$ cat src/rtl/iot_pkg.sv
// Types, constants and helper functions of the interval overlap tracker
package iot_pkg;

	localparam int POSITIONS_DEF = 1024;
	localparam int POS_W         = 10;
	localparam int COUNT_W       = 16;
	localparam int VAL_W         = 17;

	typedef logic [VAL_W-1:0] val_t;

	localparam logic OP_ADD    = 1'b0;
	localparam logic OP_REMOVE = 1'b1;

	localparam val_t DELTA_ADD    = VAL_W'(1);
	localparam val_t DELTA_REMOVE = '1;

	typedef struct packed {
		logic             opcode;
		logic [POS_W-1:0] left_end;
		logic [POS_W-1:0] right_end;
	} req_item_t;

	typedef struct packed {
		logic [COUNT_W-1:0] max_coverage;
		logic [COUNT_W-1:0] active_count;
		logic               disjoint_pair;
	} res_item_t;

	// one tree node: subtree maximum and the add not yet pushed down
	typedef struct packed {
		val_t mx;
		val_t pend;
	} node_t;

	// a row holds the two children of one parent
	typedef node_t [1:0] row_t;

	// walk from the root towards the leaves
	typedef struct packed {
		logic go;
		logic act_a;
		logic act_b;
		val_t push_a;
		val_t push_b;
	} down_t;

	// walk back towards the root with refreshed maxima
	typedef struct packed {
		logic go;
		val_t max_a;
		val_t max_b;
	} up_t;

	typedef enum logic [2:0] {
		ST_CLEAR,
		ST_IDLE,
		ST_START,
		ST_WALK,
		ST_FIN
	} state_t;

	function automatic val_t pick_max(val_t a, val_t b);
		return ($signed(a) >= $signed(b)) ? a : b;
	endfunction

	function automatic logic [COUNT_W-1:0] clamp_cov(val_t v);
		return v[VAL_W-1] ? '0 : v[COUNT_W-1:0];
	endfunction

endpackage

$ cat src/rtl/iot_cell.sv
// One tree level: row store, push and add on the way down, max refresh on the way up
module iot_cell #(
	parameter int TREE_L = 10,
	parameter int LEVEL  = 1,
	parameter int CLR_W  = 9,
	parameter bit LAST   = 1'b0
) (
	input  logic                   clk,
	input  logic                   arst_n,
	input  logic [TREE_L-1:0]      ql,
	input  logic [TREE_L-1:0]      qr,
	input  iot_pkg::val_t          delta,
	input  logic                   clear_en,
	input  logic [CLR_W-1:0]       clear_row,
	input  iot_pkg::down_t         down_in,
	output iot_pkg::down_t         down_out,
	input  iot_pkg::up_t           up_in,
	output iot_pkg::up_t           up_out
);

	localparam int S     = TREE_L - LEVEL;
	localparam int ROW_W = (LEVEL > 1) ? LEVEL - 1 : 1;
	localparam int ROWS  = 1 << ROW_W;
	localparam logic [TREE_L-1:0] LOW_MASK = TREE_L'((1 << S) - 1);
	localparam logic [TREE_L-1:0] BIT_S    = TREE_L'(1 << S);
	localparam logic [TREE_L-1:0] HI_CLR   = ~(LOW_MASK | BIT_S);

	iot_pkg::row_t mem [ROWS];
	iot_pkg::row_t rd_q [2];
	iot_pkg::row_t held_q [2];
	iot_pkg::row_t nxt [2];
	iot_pkg::row_t fin [2];

	logic [TREE_L-1:0] base [2];
	logic [TREE_L-1:0] ql_sh;
	logic [TREE_L-1:0] qr_sh;
	logic [ROW_W-1:0]  row_a;
	logic [ROW_W-1:0]  row_b;
	logic              same;
	logic              ba;
	logic              bb;
	iot_pkg::val_t     push [2];
	logic [1:0]        part_m [2];
	iot_pkg::val_t     carry [2][2];

	logic              act_a_q;
	logic              act_b_q;
	logic              pa_q;
	logic              pb_q;
	logic              done_q;
	logic              wr_b_q;
	logic              up_go;

	logic              dn_go_q;
	logic              dn_act_a_q;
	logic              dn_act_b_q;
	iot_pkg::val_t     dn_push_a_q;
	iot_pkg::val_t     dn_push_b_q;
	logic              up_go_q;
	iot_pkg::val_t     up_max_a_q;
	iot_pkg::val_t     up_max_b_q;

	logic              wr_en;
	logic [ROW_W-1:0]  wr_addr;
	iot_pkg::row_t     wr_data;

	assign ql_sh   = ql >> (S + 1);
	assign qr_sh   = qr >> (S + 1);
	assign row_a   = ql_sh[ROW_W-1:0];
	assign row_b   = qr_sh[ROW_W-1:0];
	assign base[0] = ql & HI_CLR;
	assign base[1] = qr & HI_CLR;
	assign same    = (base[0] == base[1]);
	assign ba      = ql[S];
	assign bb      = qr[S];
	assign push[0] = down_in.push_a;
	assign push[1] = down_in.push_b;

	// classify each child, push the parent's pending add into it and apply the delta
	always_comb begin
		logic [TREE_L-1:0] lo;
		logic [TREE_L-1:0] hi;
		logic              full;
		logic              ovl;
		iot_pkg::val_t     add;
		iot_pkg::val_t     sum;
		for (int s = 0; s < 2; s++) begin
			for (int b = 0; b < 2; b++) begin
				lo   = base[s] | ((b == 1) ? BIT_S : '0);
				hi   = lo | LOW_MASK;
				full = (ql <= lo) && (hi <= qr);
				ovl  = (lo <= qr) && (ql <= hi);
				add  = full ? delta : '0;
				sum  = rd_q[s][b].pend + push[s];
				part_m[s][b]   = ovl && !full;
				carry[s][b]    = sum;
				nxt[s][b].mx   = rd_q[s][b].mx + push[s] + add;
				nxt[s][b].pend = (ovl && !full) ? '0 : sum + add;
			end
		end
	end

	assign up_go = up_in.go | (LAST & done_q);

	// drop in the refreshed maxima of the partial children
	always_comb begin
		for (int s = 0; s < 2; s++) begin
			for (int b = 0; b < 2; b++) begin
				fin[s][b] = held_q[s][b];
				if (pa_q && (int'(ba) == b) && ((s == 0) || same)) begin
					fin[s][b].mx = up_in.max_a;
				end
				if (pb_q && (int'(bb) == b) && ((s == 1) || same)) begin
					fin[s][b].mx = up_in.max_b;
				end
			end
		end
	end

	always_comb begin
		wr_en   = 1'b0;
		wr_addr = row_a;
		wr_data = fin[0];
		priority if (clear_en) begin
			wr_en   = 1'b1;
			wr_addr = clear_row[ROW_W-1:0];
			wr_data = '0;
		end else if (up_go && act_a_q) begin
			wr_en   = 1'b1;
		end else if (wr_b_q) begin
			wr_en   = 1'b1;
			wr_addr = row_b;
			wr_data = held_q[1];
		end
	end

	always_ff @(posedge clk) begin
		if (wr_en) begin
			mem[wr_addr] <= wr_data;
		end
		rd_q[0] <= mem[row_a];
		rd_q[1] <= mem[row_b];
	end

	always_ff @(posedge clk) begin
		if (down_in.go) begin
			held_q[0]   <= nxt[0];
			held_q[1]   <= nxt[1];
			dn_push_a_q <= carry[0][ba];
			dn_push_b_q <= carry[1][bb];
		end else if (up_go) begin
			held_q[1]   <= fin[1];
		end
		if (up_go) begin
			up_max_a_q <= iot_pkg::pick_max(fin[0][0].mx, fin[0][1].mx);
			up_max_b_q <= iot_pkg::pick_max(fin[1][0].mx, fin[1][1].mx);
		end
	end

	always_ff @(posedge clk or negedge arst_n) begin
		if (!arst_n) begin
			act_a_q    <= 1'b0;
			act_b_q    <= 1'b0;
			pa_q       <= 1'b0;
			pb_q       <= 1'b0;
			done_q     <= 1'b0;
			wr_b_q     <= 1'b0;
			dn_go_q    <= 1'b0;
			dn_act_a_q <= 1'b0;
			dn_act_b_q <= 1'b0;
			up_go_q    <= 1'b0;
		end else begin
			dn_go_q <= down_in.go;
			done_q  <= down_in.go;
			up_go_q <= up_go;
			wr_b_q  <= up_go && act_b_q && !same;
			if (down_in.go) begin
				act_a_q    <= down_in.act_a;
				act_b_q    <= down_in.act_b;
				pa_q       <= down_in.act_a && part_m[0][ba];
				pb_q       <= down_in.act_b && part_m[1][bb];
				dn_act_a_q <= down_in.act_a && part_m[0][ba];
				dn_act_b_q <= down_in.act_b && part_m[1][bb];
			end
		end
	end

	assign down_out.go     = dn_go_q;
	assign down_out.act_a  = dn_act_a_q;
	assign down_out.act_b  = dn_act_b_q;
	assign down_out.push_a = dn_push_a_q;
	assign down_out.push_b = dn_push_b_q;
	assign up_out.go       = up_go_q;
	assign up_out.max_a    = up_max_a_q;
	assign up_out.max_b    = up_max_b_q;

endmodule

$ cat config.mk
export PLATFORM = sky130hd
export DESIGN_NAME = iot_cell
export DESIGN_NICKNAME = d
export VERILOG_FILES = /design/src/rtl/iot_pkg.sv /design/src/rtl/iot_cell.sv
export SDC_FILE = /design/constraint.sdc
export NUM_CORES = 1
export LEC_CHECK = 0
export ABC_AREA = 1
export ABC_CLOCK_PERIOD_IN_PS = 7900
export BUFFER_PORTS_ARGS = -buffer_cell sky130_fd_sc_hd__buf_4
export CORE_AREA = 2 2 233 166
export DETAILED_ROUTE_END_ITERATION = 8
export DIE_AREA = 0 0 235 168
export PLACE_DENSITY = 0.77
export SLEW_MARGIN = 5
export SYNTH_ARGS = -nofsm -noshare
export SYNTH_HDL_FRONTEND = slang
export SYNTH_SLANG_ARGS = --single-unit
$ cat constraint.sdc
create_clock -name clk -period 7.9 [get_ports clk]
set_input_delay 0.395 -clock clk [delete_from_list [all_inputs] [get_ports clk]]
set_output_delay 0.395 -clock clk [all_outputs]
set_load 0.005 [all_outputs]
==> summary.md <==
| Metric | Value |
|---|---|
| Post-Syn Area | 0.0222 sq mm |
| Tightest Pin Transition | 1.20 ns |
| Setup Viol. Count Final | 0 |
| Pwr Density | 227 mW/mm^2 |
| Synthesized area per cell | 8.27 sq um |
| # IOs | 193 |
| Final nets | 3237 |
| Die X | 235 microns |
| Distinct cells, synth | 61 |
| Sequential area share after synthesis | 38.9% |
| Top cell by count, worst path | nor2_1 |
| Post-synthesis instance total | 2680 |
| Final Util | 67.0% |
| CTS root buf | clkbuf_16 |
| Syn Nets | 3061 |
| Crit. End Element | flop |
| RSZ-0062 raised after global routing | no |
| Maximum clock frequency | 195 MHz |
| Share of cells above drive strength 1 | 11.0% |
| Pin count of the biggest net entering global routing | 63 |
| Outcome | finished, final reports clean |
| Max_cap viols | 0 |
| Hold WC Path Type | in -> reg |
| Final period util | 64.8% |
| Starting DRT DRC Count | 2261 |
| Total CTS buffers | 31 |
| CP Data Required Time | 8.21 ns |
| Core Box Area | 0.0376 sq mm |
| DRC Markers | 0 |
| Fin crit period | 5.12 ns |
| Skew final | 0.0265 ns |
| Worst path arrival time | 5.42 ns |
| Slowest cell on crit path | inv_1 |
| Hold-critical path depth | 3 |
| First-pass GRT wire length | 103000 microns |
| Post-DP HPWL | 54600 microns |
| RePlAce Congestion | 1.01 |
| Final WL | 68500 microns |
| GR Util All Layers | 34.1% |
| Starting Density | 59.0% |
| CP Max Fanout | 57 |
| Peak supply drop | 217 uV |
| TritonRoute pass-1 iters | 7 |
| Reg2Reg Depth | 15 |
| Reg2reg start | dn_act_a_q |
| R2R setup slack | 3.15 ns |
| Hold worst-path end | act_a_q |
| Die area | 0.0395 sq mm |
| Most frequent cells in the layout | nand2_1, inv_1, a21oi_1 |
| Area grow syn2layout | 13.7% |
| EDFF count, synth | 238 |
| Worst Setup Start Kind | primary input |
| Crit-path leading delay family | simple AND/OR/NAND/NOR gates |
| Startpoint of the worst hold path | down_in[35] |
| Vias | 19484 |
| CP cell instances | buf_4 -> inv_1 -> o21bai_4 -> nand2_4 -> nor2_1 -> xor2_1 -> inv_1 -> ha_1 -> ha_1 -> fa_1 -> nand2_1 -> inv_1 -> nor2_1 -> nor2_1 -> nor2_1 -> o21ai_0 -> a21boi_0 -> nand2_1 -> nand4_1 -> nand3_1 -> nand3_1 -> o21ai_0 |
| Commonest non-fill, non-tap cell in the layout | nand2_1 |
| # port buffers | 184 |
| # Post-CTS Setup Buffers | 0 |
| Crit path buffers/inverters | 4 |
| Synth area leader | edfxtp_1 |
| WL/cell | 20.3 microns |
| Count of pins over their slew limit | 0 |
| Initial antenna violation count | 1 |
| Post-CTS Hold Fix Bufs | 1 |
| Antenna-violating nets left | 0 |
| Worst skew pair latency | 0.61 ns |
| Number of diodes | 0 |
| Yosys Warn Count | 0 |
| Max incr delay on CP | 0.66 ns |
| Final TNS setup | 0 ns |
| Worst Path Class, Setup | in -> reg |
| # H-tree levels | 1 |
| Post-synthesis register bit count | 311 |
| LEAKAGE | 12.4 nW |
| Main synth FF type | edfxtp_1 |
| Headroom to the max-slew limit | 20.0% |
| TritonCTS clock tree | yes |
| Final Hold Fails | 0 |
| Worst-path clk slew | 0.06 ns |
| Vias in the first global route | 18483 |
| R2r endpoint | up_max_a_q[9] |
| Yosys top cell area share | 32.2% |
| Die height | 168 microns |
| CTS resizes | 0 |
| Synth area leaders | edfxtp_1, ha_1, nand2_1, inv_1, dfxtp_1 |
| Clk buf depth | 3 |
| FFs w/ async S/R, synth | 1.61% |
| FP Rows | 60 |
| Drt via density | 5.77 |
| Sink Count | 311 |
| Grt ovf | 0 |
==> cell usage after synthesis, types with 11 or more instances <==
cell type	count
nand4_1	16
xnor2_1	34
o22ai_1	11
nand2_2	18
inv_1	433
o21bai_1	13
dfxtp_1	68
o21ai_1	12
xor2_1	53
o21ai_0	184
edfxtp_1	238
fa_1	62
nor3_1	23
or2_2	15
clkbuf_1	40
a21o_1	18
a21oi_1	262
nand2_1	515
ha_1	198
nor2_1	249
nand3_1	86
==> state kept, by name, summed over array words and instances (netlist names) <==
| name | cells |
|---|---|
| dn_act_a_q | 1 |
| dn_push_b_q | 17 |
| up_max_b_q | 17 |
| rd_q | 68 |
| up_go_q | 1 |
| act_a_q | 1 |
| mem | 68 |
| dn_go_q | 1 |
| held_q | 102 |
| dn_push_a_q | 17 |
| up_max_a_q | 17 |
| dn_act_b_q | 1 |
==> area by class of cell <==
type                       instances  area [sq um]
sequential                       311          8630
tap                              496           621
inverter                         437          1640
clock buffer                      43           946
multi-input combinational       1874         11700
fill                            3146         12400
clock inverter                    15           199
timing repair buffer             201          1510
==> kinds of logic after synthesis <==
group,synth area share [%]
compound gates,13.9
xor+xnor,3.44
fa+ha+maj,16.8
buf+inv,8.54
flops,38.9
mux,0.0903
simple gates,18.3
==> stage by stage <==
| stage | total power, W | cells | cell area, sq um | setup slack (ns) | hold WS (ns) |
|---|---|---|---|---|---|
| floorplan | 0.00336 | 2680 | 22200 | 1.59 | 0.0994 |
| global placement | 0.00398 | 3318 | 24100 | 2.63 | 0.197 |
| detailed placement | 0.00403 | 3318 | 24100 | 2.40 | 0.196 |
| CTS | 0.00569 | 3377 | 25200 | 2.98 | 0.0513 |
| global route | 0.00601 | 3377 | 25200 | 2.51 | 0.0629 |
| finish | 0.00572 | 3377 | 25200 | 2.78 | 0.0770 |
==> power breakdown <==
part           internal, W  leakage (nW)  switching [W]
Combinational     0.000676          8.85        0.00122
Sequential         0.00208          3.02      0.0000828
Clock             0.000972         0.561       0.000693
Total              0.00373          12.4        0.00199
==> how the worst max path moves through the flow <==
stage	startpoint	end	slack, ns	depth (start not counted)
6_report	ql[9]	held_q[1][64]	2.78	22
3_3_place_gp	ql[9]	held_q[1][64]	2.63	22
5_1_grt	ql[9]	held_q[1][64]	2.51	22
3_5_place_dp	ql[9]	held_q[1][64]	2.40	22
4_1_cts	ql[9]	held_q[1][64]	2.98	22
2_1_floorplan	clear_en	mem[0][0]	1.59	4
==> worst register-to-register path: stages, from the launching register on <==
cell and delay (ns):
dfrtp_1 0.40, nand2_1 0.06, buf_4 0.40, clkinv_1 0.74, nand2_1 0.29, nand2_1 0.07
a21oi_1 0.28, ha_1 0.23, nand4_1 0.18, a21oi_1 0.66, o21ai_0 0.25, o211ai_2 0.14
nand2_1 0.11, o21ai_2 0.15, buf_4 0.36, o21ai_0 0.16
==> metal layers <==
layer	global-route usage (%)	vias up	share of wire [%]	wire length, microns
met1	50.2	9119	44	30100
met4	9.96	0	3.0	2020
met2	49.6	996	42	28500
li1	-	9242	-	-
met3	8.59	127	11	7760
met5	0	-	0	0
Note: power is estimated with default switching activity, not from simulation.
